File: src/rtl/lagged_history_hermite_lookup_macros.svh
// Assertion macros for the lagged history Hermite lookup.
// Expects clk and rst_n in the scope of the module that uses them.
`ifndef LAGGED_HISTORY_HERMITE_LOOKUP_MACROS_SVH
`define LAGGED_HISTORY_HERMITE_LOOKUP_MACROS_SVH

// same-cycle implication
`define LHHL_IMPLIES(name, ante, cons) \
    name: assert property (@(posedge clk) disable iff (!rst_n) (ante) |-> (cons)) \
        else $error("lhhl check failed");

// next-cycle implication
`define LHHL_NEXT(name, ante, cons) \
    name: assert property (@(posedge clk) disable iff (!rst_n) (ante) |=> (cons)) \
        else $error("lhhl check failed");

`endif

File: src/rtl/lhhl_pkg.sv
// Shared types, constants and fixed-point helpers for the lagged history lookup.
// No dependencies; the module files refer to it by scoped names.
package lhhl_pkg;

    localparam int DEPTH       = 1024;
    localparam int SLOT_W      = $clog2(DEPTH);
    localparam int NUM_VARS    = 4;
    localparam int VAR_W       = 2;
    localparam int NUM_MARKERS = 4;
    localparam int MK_W        = 2;
    localparam int MADDR_W     = VAR_W + SLOT_W;
    localparam int MKIDX_W     = VAR_W + MK_W;
    localparam int TIME_W      = 48;
    localparam int VAL_W       = 32;

    typedef logic signed [63:0] wide_t;

    localparam wide_t W_MAX = {1'b0, {63{1'b1}}};
    localparam wide_t W_MIN = {1'b1, {63{1'b0}}};

    typedef enum logic [1:0] {
        REQ_ADVANCE = 2'd0,
        REQ_WRITE   = 2'd1,
        REQ_VALUE   = 2'd2,
        REQ_SLOPE   = 2'd3
    } req_t;

    typedef enum logic [4:0] {
        ST_CLEAR, ST_IDLE, ST_NEW_RD, ST_NEW_CMP, ST_FWD_RD, ST_FWD_CMP,
        ST_BWD_RD, ST_BWD_CMP, ST_LD_X1, ST_LD_Y0, ST_LD_Y1, ST_DECIDE,
        ST_SW_GO, ST_SW_WT, ST_DIV_GO, ST_DIV_WT, ST_C1_GO, ST_C1_WT,
        ST_C1B_GO, ST_C1B_WT, ST_C23, ST_P1_GO, ST_P1_WT, ST_P2_GO,
        ST_P2_WT, ST_P3_GO, ST_P3_WT, ST_FINISH
    } state_t;

    typedef enum logic [4:0] {
        OP_NONE, OP_CLEAR, OP_ACCEPT, OP_RD_NEW, OP_NEW_CMP, OP_FWD_RD,
        OP_FWD_CMP, OP_BWD_RD, OP_BWD_CMP, OP_LD_X1, OP_LD_Y0, OP_LD_Y1,
        OP_DECIDE, OP_SWITCH, OP_POS, OP_C1, OP_C1B, OP_C23, OP_P1, OP_P2,
        OP_P3
    } dp_op_t;

    typedef struct packed {
        dp_op_t op;
        logic   go;
        logic   load_out;
    } cmd_t;

    typedef struct packed {
        logic clr_last;
        logic is_query;
        logic exact;
        logic fwd_more;
        logic bwd_more;
        logic late;
        logic sw_case;
        logic zero_int;
        logic grad;
        logic done;
    } status_t;

    function automatic logic [63:0] mag64(input wide_t x);
        mag64 = x[63] ? (~x + 64'd1) : x;
    endfunction

    // sign and 128-bit magnitude to a saturated signed 64-bit value
    function automatic wide_t settle(input logic neg, input logic [63:0] hi,
                                     input logic [63:0] lo);
        if (!neg)
            settle = (hi != 64'd0 || lo[63]) ? W_MAX : wide_t'(lo);
        else if (hi != 64'd0 || lo[63])
            settle = W_MIN;
        else
            settle = wide_t'(~lo + 64'd1);
    endfunction

    function automatic wide_t sadd(input wide_t a, input wide_t b);
        logic signed [64:0] s;
        s = {a[63], a} + {b[63], b};
        if (s[64] != s[63])
            sadd = s[64] ? W_MIN : W_MAX;
        else
            sadd = s[63:0];
    endfunction

    function automatic logic signed [31:0] sat32(input wide_t x);
        if (x > 64'sd2147483647)
            sat32 = 32'sh7fffffff;
        else if (x < -64'sd2147483648)
            sat32 = 32'sh80000000;
        else
            sat32 = x[31:0];
    endfunction

endpackage

File: src/rtl/lhhl_ctrl.sv
// Controller: sequences clearing pass, ring search, loads and arithmetic steps.
// Issues lhhl_pkg::cmd_t to lhhl_dpath and reads its status; owns the result valid.
module lhhl_ctrl (
    input  logic                clk,
    input  logic                rst_n,
    input  logic                in_valid,
    output logic                in_ready,
    output logic                out_valid,
    input  logic                out_ready,
    input  lhhl_pkg::status_t   status,
    output lhhl_pkg::cmd_t      cmd
);

    lhhl_pkg::state_t state_reg, state_next;
    logic             out_valid_reg;

    always_ff @(posedge clk or negedge rst_n)
    begin
        if (!rst_n)
        begin
            state_reg     <= lhhl_pkg::ST_CLEAR;
            out_valid_reg <= 1'b0;
        end
        else
        begin
            state_reg <= state_next;
            if (cmd.load_out)
                out_valid_reg <= 1'b1;
            else if (out_ready)
                out_valid_reg <= 1'b0;
        end
    end

    always_comb
    begin
        state_next   = state_reg;
        cmd.op       = lhhl_pkg::OP_NONE;
        cmd.go       = 1'b0;
        cmd.load_out = 1'b0;
        unique case (state_reg)
            lhhl_pkg::ST_CLEAR:
            begin
                cmd.op = lhhl_pkg::OP_CLEAR;
                if (status.clr_last)
                    state_next = lhhl_pkg::ST_IDLE;
            end
            lhhl_pkg::ST_IDLE:
                if (in_valid)
                begin
                    cmd.op     = lhhl_pkg::OP_ACCEPT;
                    state_next = status.is_query ? lhhl_pkg::ST_NEW_RD : lhhl_pkg::ST_FINISH;
                end
            lhhl_pkg::ST_NEW_RD:
            begin
                cmd.op     = lhhl_pkg::OP_RD_NEW;
                state_next = lhhl_pkg::ST_NEW_CMP;
            end
            lhhl_pkg::ST_NEW_CMP:
            begin
                cmd.op     = lhhl_pkg::OP_NEW_CMP;
                state_next = status.exact ? lhhl_pkg::ST_FINISH : lhhl_pkg::ST_FWD_RD;
            end
            lhhl_pkg::ST_FWD_RD:
            begin
                cmd.op     = lhhl_pkg::OP_FWD_RD;
                state_next = lhhl_pkg::ST_FWD_CMP;
            end
            lhhl_pkg::ST_FWD_CMP:
            begin
                cmd.op     = lhhl_pkg::OP_FWD_CMP;
                state_next = status.fwd_more ? lhhl_pkg::ST_FWD_RD : lhhl_pkg::ST_BWD_RD;
            end
            lhhl_pkg::ST_BWD_RD:
            begin
                cmd.op     = lhhl_pkg::OP_BWD_RD;
                state_next = lhhl_pkg::ST_BWD_CMP;
            end
            lhhl_pkg::ST_BWD_CMP:
            begin
                cmd.op = lhhl_pkg::OP_BWD_CMP;
                if (status.bwd_more)
                    state_next = lhhl_pkg::ST_BWD_RD;
                else if (status.late)
                    state_next = lhhl_pkg::ST_FINISH;
                else
                    state_next = lhhl_pkg::ST_LD_X1;
            end
            lhhl_pkg::ST_LD_X1:
            begin
                cmd.op     = lhhl_pkg::OP_LD_X1;
                state_next = lhhl_pkg::ST_LD_Y0;
            end
            lhhl_pkg::ST_LD_Y0:
            begin
                cmd.op     = lhhl_pkg::OP_LD_Y0;
                state_next = lhhl_pkg::ST_LD_Y1;
            end
            lhhl_pkg::ST_LD_Y1:
            begin
                cmd.op     = lhhl_pkg::OP_LD_Y1;
                state_next = lhhl_pkg::ST_DECIDE;
            end
            lhhl_pkg::ST_DECIDE:
            begin
                cmd.op = lhhl_pkg::OP_DECIDE;
                if (status.sw_case)
                    state_next = status.grad ? lhhl_pkg::ST_FINISH : lhhl_pkg::ST_SW_GO;
                else if (status.zero_int)
                    state_next = lhhl_pkg::ST_FINISH;
                else
                    state_next = lhhl_pkg::ST_DIV_GO;
            end
            lhhl_pkg::ST_SW_GO:
            begin
                cmd.op     = lhhl_pkg::OP_SWITCH;
                cmd.go     = 1'b1;
                state_next = lhhl_pkg::ST_SW_WT;
            end
            lhhl_pkg::ST_SW_WT:
            begin
                cmd.op = lhhl_pkg::OP_SWITCH;
                if (status.done)
                    state_next = lhhl_pkg::ST_FINISH;
            end
            lhhl_pkg::ST_DIV_GO:
            begin
                cmd.op     = lhhl_pkg::OP_POS;
                cmd.go     = 1'b1;
                state_next = lhhl_pkg::ST_DIV_WT;
            end
            lhhl_pkg::ST_DIV_WT:
            begin
                cmd.op = lhhl_pkg::OP_POS;
                if (status.done)
                    state_next = lhhl_pkg::ST_C1_GO;
            end
            lhhl_pkg::ST_C1_GO:
            begin
                cmd.op     = lhhl_pkg::OP_C1;
                cmd.go     = 1'b1;
                state_next = lhhl_pkg::ST_C1_WT;
            end
            lhhl_pkg::ST_C1_WT:
            begin
                cmd.op = lhhl_pkg::OP_C1;
                if (status.done)
                    state_next = lhhl_pkg::ST_C1B_GO;
            end
            lhhl_pkg::ST_C1B_GO:
            begin
                cmd.op     = lhhl_pkg::OP_C1B;
                cmd.go     = 1'b1;
                state_next = lhhl_pkg::ST_C1B_WT;
            end
            lhhl_pkg::ST_C1B_WT:
            begin
                cmd.op = lhhl_pkg::OP_C1B;
                if (status.done)
                    state_next = lhhl_pkg::ST_C23;
            end
            lhhl_pkg::ST_C23:
            begin
                cmd.op     = lhhl_pkg::OP_C23;
                state_next = lhhl_pkg::ST_P1_GO;
            end
            lhhl_pkg::ST_P1_GO:
            begin
                cmd.op     = lhhl_pkg::OP_P1;
                cmd.go     = 1'b1;
                state_next = lhhl_pkg::ST_P1_WT;
            end
            lhhl_pkg::ST_P1_WT:
            begin
                cmd.op = lhhl_pkg::OP_P1;
                if (status.done)
                    state_next = lhhl_pkg::ST_P2_GO;
            end
            lhhl_pkg::ST_P2_GO:
            begin
                cmd.op     = lhhl_pkg::OP_P2;
                cmd.go     = 1'b1;
                state_next = lhhl_pkg::ST_P2_WT;
            end
            lhhl_pkg::ST_P2_WT:
            begin
                cmd.op = lhhl_pkg::OP_P2;
                if (status.done)
                    state_next = lhhl_pkg::ST_P3_GO;
            end
            lhhl_pkg::ST_P3_GO:
            begin
                cmd.op     = lhhl_pkg::OP_P3;
                cmd.go     = 1'b1;
                state_next = lhhl_pkg::ST_P3_WT;
            end
            lhhl_pkg::ST_P3_WT:
            begin
                cmd.op = lhhl_pkg::OP_P3;
                if (status.done)
                    state_next = lhhl_pkg::ST_FINISH;
            end
            lhhl_pkg::ST_FINISH:
                // hold the result until the output register is free
                if (!out_valid_reg || out_ready)
                begin
                    cmd.load_out = 1'b1;
                    state_next   = lhhl_pkg::ST_IDLE;
                end
            default:
                state_next = lhhl_pkg::ST_IDLE;
        endcase
    end

    assign in_ready  = (state_reg == lhhl_pkg::ST_IDLE);
    assign out_valid = out_valid_reg;

endmodule
File: config.mk
export PLATFORM = sky130hd
export DESIGN_NAME = lhhl_ctrl
export DESIGN_NICKNAME = d
export VERILOG_FILES = /design/src/rtl/lagged_history_hermite_lookup_macros.svh /design/src/rtl/lhhl_pkg.sv /design/src/rtl/lhhl_ctrl.sv
export SDC_FILE = /design/constraint.sdc
export NUM_CORES = 1
export LEC_CHECK = 0
export BUFFER_PORTS_ARGS = -buffer_cell sky130_fd_sc_hd__buf_2
export CORE_UTILIZATION = 53
export CTS_CLUSTER_DIAMETER = 60
export DETAILED_ROUTE_END_ITERATION = 8
export GPL_ROUTABILITY_DRIVEN = 0
export MAX_ROUTING_LAYER = met4
export PLACE_DENSITY = 0.89
export SETUP_SLACK_MARGIN = 0.3
export SLEW_MARGIN = 5
export SYNTH_ARGS = -nofsm -noshare
export SYNTH_HDL_FRONTEND = slang
export SYNTH_SLANG_ARGS = --single-unit
File: constraint.sdc
create_clock -name clk -period 3.64 [get_ports clk]
set_input_delay 0.728 -clock clk [delete_from_list [all_inputs] [get_ports clk]]
set_output_delay 0.728 -clock clk [all_outputs]
set_load 0.02 [all_outputs]
==> impl_metrics.json, run 1 <==
{
  "status": "finished, final reports clean",
  "power.leakage_nw": 0.408,
  "end_kind": "output port",
  "die_h_um": 42.3,
  "timing.final.crit_share": 0.783,
  "cts_max_path_buffers": 2,
  "grt-ovfl-total": 0,
  "synth_flop_cell": "dfrtp_1",
  "dr.pass1.iters": 4,
  "final-setup-viol-count": 0,
  "cts_resized": 0,
  "top_level_ports": 23,
  "fin_setup_tns_ps": 0,
  "slew_headroom": 0.555,
  "synthesis.area_um2": 862,
  "cts-htree-levels": 1,
  "synth_top_area_cell": "dfrtp_1",
  "synth_area_leaders": "dfrtp_1 17%, a21oi_1 9.9%, nand2_1 5.7%",
  "fmax_mhz": 351,
  "wire_per_inst_um": 14.9,
  "comb_power_share": 0.706,
  "maxCapViolations": 0,
  "p_seq_frac": 0.229,
  "final_cells": 153,
  "core_um2": 1510,
  "largest_register_ff_count": 5,
  "synth_edf_count": 0,
  "p_int_uw": 419,
  "grt_usage": 0.280,
  "ant_nets": 0,
  "yosys.cell_types.count": 47,
  "period_needed_ps": 2850,
  "clkTransAtPathRegs_ps": 50,
  "required_ps": 2910,
  "vdd_ir_drop_max_mv": 0.663,
  "die_w_um": 42.3,
  "avgSynthCellArea_um2": 7.01,
  "syn_inst": 123,
  "port_buffers": 22,
  "synthToLayoutAreaGrowth_pct": 11.9,
  "numCtsBuffers": 3,
  "power_density_nw_per_um2": 1010,
  "cts_hold_buf": 0,
  "place_hpwl_mm": 1.60,
  "fin_ws_ps": 790,
  "slew_viol_final": 0,
  "start_kind": "flop",
  "cts_root_buf": "clkbuf_4",
  "synth_nets": 137,
  "antenna_found_initial": 0,
  "yosysTopAreaCellShare": 0.174,
  "rsz0062_at_grt": "no",
  "p_sw_frac": 0.569,
  "synth_most_common_cell": "a21oi_1",
  "final_nets": 153,
  "dr_total_vias": 1021,
  "arrival_ps": 2120,
  "rows": 14,
  "first_iter_violations": 64,
  "dp_cells": 150,
  "worst_pin_slew_ps": 667,
  "clock-sinks": 6,
  "final_area_um2": 965,
  "post_cts_buffers": 0,
  "routed_wl_mm": 2.28,
  "yosysSeqAreaShare": 0.174,
  "dpl_cell_area_um2": 942,
  "hold_viol": 0,
  "hold_class": "input port to asynchronous set/reset pin",
  "grt_pass1_vias": 846,
  "place_ws_ps": 1100,
  "grt_pass1_wl_mm": 3.90,
  "yosysWarnings": 0,
  "num_antenna_cells": 0,
  "synthArstFlopShare": 1.00,
  "synth_common_cells": "17 x a21oi_1, 13 x nand2_1, 11 x nor2_1, 8 x o21ai_0, 6 x dfrtp_1",
  "drive_gt1_frac": 0.255,
  "drc": 0,
  "critPathKind": "flop to output port",
  "p_switching_uw": 552,
  "worst_clock_skew_ps": 4.32,
  "cts_tree": "done",
  "worstSkewPairLatency_ps": 250,
  "crit_fanout": 22,
  "clockPowerShare": 0.065,
  "grt_max_degree": 23,
  "ys_ff_latch": 6,
  "vias_per_cell": 6.67,
  "die_area_um2": 1790,
  "initial_core_util": 0.572
}
## logic make-up (layout without fill, tap and decap cells)
logic type / after synthesis / count (layout) / share of synthesized area
flops: 6 / 6 / 0.174
buf+inv: 17 / 31 / 0.0885
xor+xnor: 1 / 1 / 0.0102
simple gates: 43 / 43 / 0.255
compound gates: 53 / 53 / 0.430
mux: 3 / 3 / 0.0421
## area by class of cell
class | count | area (um^2)
fill | 136 | 542
multi-input combinational | 100 | 636
sequential | 6 | 150
tap | 16 | 20.0
timing repair buffer | 23 | 118
clock buffer | 3 | 22.5
inverter | 5 | 18.8
## path summary, 6_finish.rpt
check / startpoint / slack [ps] / cells past startpoint / to
hold reg to reg: out_valid / 570 / 2 / out_valid
setup / recovery: state_reg[2] / 790 / 6 / cmd[3]
min in group clk: out_valid / 570 / 2 / out_valid
max in group asynchronous: rst_n / 3200 / 1 / state_reg[0]
setup reg to reg: state_reg[4] / 1340 / 5 / state_reg[3]
hold / removal: rst_n / 290 / 1 / out_valid
## placed cells by master (no fill, tap or decap), types with 3 or more instances in the layout
cell type and n:
a211oi_1 3, a21oi_1 17, a31oi_1 3, buf_2 22, clkbuf_4 3, dfrtp_1 6
inv_2 3, nand2_1 13, nand3b_1 3, nor2_1 11, nor2b_1 3, o21ai_0 8
o22ai_1 3
## critical path, stage by stage (launching register included)
cell and delay (ps):
dfrtp_1 760, inv_1 330, nand2_1 240, a21oi_1 90
a21oi_1 140, o221ai_1 120, buf_2 190
## power by group through the flow
| stage | Clock [mW] | Combinational (mW) | Sequential, mW |
|---|---|---|---|
| after floorplan | 0 | 0.631 | 0.117 |
| after global placement | 0 | 0.660 | 0.214 |
| after detailed placement | 0 | 0.675 | 0.218 |
| after CTS | 0.0640 | 0.679 | 0.217 |
| after global routing | 0.0676 | 0.758 | 0.237 |
| final | 0.0628 | 0.686 | 0.222 |
## layer usage
layer	global-route usage	routed length (um)	share of wire
met1	0.414	972	0.43
met2	0.425	1130	0.50
met3	0.0259	176	0.077
met4	0.0375	0	0
met5	-	0	0
## through the flow
step | utilization | hold WS, ps | power, mW
3_5_place_dp | 0.625 | 555 | 0.893
3_3_place_gp | 0.625 | 550 | 0.874
4_1_cts | 0.640 | 292 | 0.959
2_1_floorplan | - | 432 | 0.748
5_1_grt | 0.640 | 296 | 1.06
6_report | 0.640 | 292 | 0.971
(Power assumes the default switching activity.)
==> run 2: changes to the inputs <==
Settings changed: CORE_UTILIZATION 53 to 47, PLACE_DENSITY 0.89 to 0.84.
Clock period 3.64 ns to 2.4 ns, I/O delays scaled along.
==> run 2 against run 1 <==
Effect of this change: global-route usage fell by 0.26 points; total power grew 79%; largest cell class unchanged; hold slack got worse by 240 ps; final cell count increased by 16%; final area increased by 17%.
==> impl_metrics.json, run 2 (synthesis gave the netlist of run 1 again) <==
{
  "worst_clock_skew_ps": 1.50,
  "rsz0062_at_grt": "yes",
  "max_stage_delay_ps": 480,
  "slowest_stage": "or4_4",
  "cts_root_buf": "clkbuf_4",
  "rr_worst_depth": 6,
  "power_density_nw_per_um2": 1540,
  "period_needed_ps": 2070,
  "port_buffers": 22,
  "reg2reg_to": "state_reg[0]",
  "worstReg2RegStart": "state_reg[3]",
  "synthToLayoutAreaGrowth_pct": 31.2,
  "hold_viol": 0,
  "final_cells": 178,
  "wire_per_inst_um": 15.2,
  "die_h_um": 44.8,
  "layout_common_cells": "20 x buf_2, 17 x a21oi_1, 16 x buf_4",
  "die_w_um": 44.8,
  "num_antenna_cells": 0,
  "numCtsBuffers": 3,
  "dr.pass1.iters": 4,
  "critPathKind": "flop to output port",
  "vias_per_cell": 6.61,
  "grt_usage": 0.277,
  "maxCapViolations": 0,
  "largest_register_ff_count": 5,
  "dr_total_vias": 1176,
  "rows": 15,
  "clkTransAtPathRegs_ps": 40,
  "core_um2": 1730,
  "cts-htree-levels": 1,
  "fill_cells": 146,
  "drc": 0,
  "drive_gt1_frac": 0.386,
  "power.leakage_nw": 0.486,
  "vdd_ir_drop_max_mv": 0.855,
  "dp_cells": 165,
  "status": "finished, final reports clean",
  "first_iter_violations": 75,
  "grt-ovfl-total": 0,
  "hold_class": "input port to asynchronous set/reset pin",
  "end_kind": "output port",
  "layout_commonest_cell": "buf_2",
  "grt_pass1_vias": 924,
  "cts_tree": "done",
  "final_util": 0.655,
  "r2r_slack_ps": 480,
  "antenna_found_initial": 0,
  "ant_nets": 0,
  "clock-sinks": 6,
  "slew_viol_final": 0,
  "cts_max_path_buffers": 2,
  "fin_setup_tns_ps": 0,
  "fmax_mhz": 484,
  "start_kind": "flop",
  "arrival_ps": 1590,
  "slew_headroom": 0.766,
  "place_ws_ps": 376,
  "die_area_um2": 2010,
  "crit_fanout": 6,
  "fin_ws_ps": 333,
  "grt_max_degree": 15,
  "multi_input_area_um2": 649,
  "routed_wl_mm": 2.71,
  "totalPowerFinal_mw": 1.74,
  "seq_area_um2": 156,
  "final-setup-viol-count": 0,
  "crit_chain": "nand2_1 > or4_4 > nor2b_1 > buf_4",
  "worst_pin_slew_ps": 351,
  "initial_core_util": 0.499,
  "grt_pass1_wl_mm": 4.02,
  "top_level_ports": 23,
  "required_ps": 1920,
  "worstSkewPairLatency_ps": 240,
  "final_nets": 169,
  "timing.final.crit_share": 0.861,
  "cts_hold_buf": 0,
  "place_hpwl_mm": 1.75
}
## run 2: worst max-delay path by stage
stage | start | end | slack (ps)
after CTS | state_reg[1] | cmd[3] | 300
final | state_reg[0] | cmd[0] | 330
after global placement | state_reg[2] | state_reg[0] | 430
after detailed placement | state_reg[2] | state_reg[0] | 380
after floorplan | state_reg[3] | cmd[1] | 320
after global routing | state_reg[0] | cmd[0] | 270
## run 2: through the flow
| stage | instance area [um^2] | hold WS (ps) |
|---|---|---|
| after CTS | 1060 | 47.7 |
| after detailed placement | 1000 | 305 |
| after global routing | 1130 | 44.1 |
| after global placement | 1000 | 304 |
| final | 1130 | 51.7 |
| after floorplan | 868 | 184 |
## run 2: area by class of cell
class	count	area share
timing repair buffer	39	0.219
inverter	5	0.0210
tap	25	0.0277
clock buffer	3	0.0199
sequential	6	0.138
multi-input combinational	100	0.574
## run 2: critical path, delay by kind of cell, from the launching register on
| family | cells | cell delay, ps |
|---|---|---|
| and+or+nand+nor | 3 | 780 |
| DFF | 1 | 430 |
| buffers and inverters | 1 | 150 |
## run 2: power breakdown
| group | switching, mW | internal, mW |
|---|---|---|
| Clock | 0.0313 | 0.0562 |
| Combinational | 0.816 | 0.601 |
| Sequential | 0.0790 | 0.152 |
## run 2: metal layers
layer	wire (um)	global-route usage
met4	106	0.121
met5	0	-
met3	225	0.0440
met1	1060	0.349
met2	1320	0.438
## run 2: repair_timing
action	4_1_cts	5_1_grt
endpoints found under the setup margin	6	6
gates cloned	0	0
setup buffers	3	7
gates resized for setup	5	9
==> run 3: changes to the inputs <==
Settings changed: CAP_MARGIN from default to 20, CORE_UTILIZATION 47 to 52, PLACE_DENSITY 0.84 to 0.88.
Clock period 2.4 ns to 2.2 ns, I/O delays scaled along.
==> run 3 against run 2 <==
Effect of this change: sequential power grew 6%; clock power grew 14%; total power grew 39%; wire length is 31% higher; die area shrank 9.2%; final area is 18% higher; non-clock buffer count up 14; global-route usage rose by 9.5 points; sequential share of layout area is 2.1 points lower; worst setup slack lost 87 ps; largest cell class unchanged.
==> impl_metrics.json, run 3 (synthesis gave the netlist of run 1 again) <==
{
  "routed_wl_mm": 3.56,
  "fill_cells": 69,
  "vdd_ir_drop_max_mv": 0.970,
  "cts-htree-levels": 1,
  "die_area_um2": 1820,
  "start_kind": "flop",
  "place_ws_ps": 241,
  "largest_register_ff_count": 5,
  "cp.buffers_inverters": 2,
  "power_density_nw_per_um2": 1800,
  "drive_gt1_frac": 0.545,
  "hold_viol": 0,
  "ant_nets": 0,
  "final_area_um2": 1340,
  "period_needed_ps": 1950,
  "arrival_ps": 1510,
  "top_level_ports": 23,
  "rr_worst_depth": 6,
  "fin_ws_ps": 246,
  "worst_pin_slew_ps": 396,
  "vias_per_cell": 7.13,
  "crit_chain": "inv_2 > or4_4 > nor2b_4 > buf_6",
  "layout_common_cells": "29 x buf_4, 16 x buf_2, 12 x a21oi_1",
  "grt_max_degree": 28,
  "fin_setup_tns_ps": 0,
  "final-setup-viol-count": 0,
  "final_util": 0.878,
  "rsz0062_at_grt": "yes",
  "grt_usage": 0.371,
  "cts_hold_buf": 0,
  "power.leakage_nw": 0.590,
  "rows": 14,
  "final_nets": 183,
  "slew_headroom": 0.736,
  "slowest_stage": "or4_4",
  "cts_tree": "done",
  "port_buffers": 22,
  "cts_max_path_buffers": 2,
  "clkTransAtPathRegs_ps": 50,
  "crit_fanout": 4,
  "core_um2": 1520,
  "r2r_slack_ps": 260,
  "clock-sinks": 6,
  "cts_root_buf": "clkbuf_4",
  "numCtsBuffers": 3,
  "layout_commonest_cell": "buf_4",
  "max_stage_delay_ps": 570,
  "synthToLayoutAreaGrowth_pct": 55.3,
  "dr.pass1.iters": 5,
  "antenna_found_initial": 0,
  "drc": 0,
  "worstSkewPairLatency_ps": 240,
  "num_antenna_cells": 0,
  "slew_viol_final": 0,
  "grt_pass1_vias": 1081,
  "initial_core_util": 0.566,
  "die_h_um": 42.7,
  "status": "finished, final reports clean",
  "crit_path_end": "cmd[0]",
  "reg2reg_to": "state_reg[0]",
  "wire_per_inst_um": 19.4,
  "critPathKind": "flop to output port",
  "path_depth": 4,
  "crit_start": "state_reg[4]",
  "place_hpwl_mm": 1.95,
  "dr_total_vias": 1305,
  "first_iter_violations": 101,
  "grt-ovfl-total": 0,
  "worst_clock_skew_ps": 3.57,
  "critPathTopFamily": "simple AND/OR/NAND/NOR gates",
  "dpl_cell_area_um2": 1030,
  "end_kind": "output port",
  "timing.final.crit_share": 0.888,
  "grt_pass1_wl_mm": 5.04,
  "worstReg2RegStart": "state_reg[1]",
  "die_w_um": 42.7,
  "maxCapViolations": 0,
  "hold_class": "input port to asynchronous set/reset pin",
  "fmax_mhz": 512,
  "required_ps": 1760
}
## run 3: worst reg2reg max path: cells and delay by family (launching register included)
kind	cells	cell delay (ps)
AO/OA/AOI/OAI	3	840
flip-flops	1	450
AND/OR/NAND/NOR	2	340
buffers and inverters	1	180
## run 3: worst min path at each step
| stage | slack (ps) | end | cells past startpoint |
|---|---|---|---|
| 2_1_floorplan | 140 | out_valid | 0 |
| 3_3_place_gp | 260 | state_reg[4] | 1 |
| 3_5_place_dp | 270 | state_reg[0] | 1 |
| 4_1_cts | 9 | out_valid | 1 |
| 5_1_grt | 10 | state_reg[3] | 1 |
| 6_report | 9 | state_reg[3] | 1 |
## run 3: what timing repair did
action	in CTS	in global routing
endpoints found under the setup margin	10	8
resized for setup	23	21
setup buffers	18	4
gates cloned	0	0
pin swaps	4	9
## run 3: final cells by class
cell class	instances	area, um^2	share of cell area
Multi-Input combinational cell	100	731	0.546
Clock buffer	3	22.5	0.0168
Inverter	5	21.3	0.0159
Tap cell	16	20.0	0.0150
Timing Repair Buffer	53	388	0.290
Sequential cell	6	156	0.117
## run 3: per-stage QoR
stage	total power, mW	instances	hold slack (ps)
2_1_floorplan	1.29	123	144
3_3_place_gp	1.60	158	263
3_5_place_dp	1.65	158	265
4_1_cts	2.11	179	8.82
5_1_grt	2.49	183	13.5
6_report	2.41	183	8.70
## run 3: where the power goes
part / leakage [nW] / switching (mW) / internal [mW]
Combinational: 0.508 / 1.12 / 0.940
Sequential: 0.0677 / 0.0775 / 0.166
Clock: 0.0138 / 0.0387 / 0.0616
## run 3: per-layer routing
metal  part of all wire  track usage  up-vias
li1                   -            -      559
met1               0.37        0.473      578
met2               0.47        0.621      136
met3               0.12       0.0298       32
met4              0.042        0.119        0
met5                  0            -        -
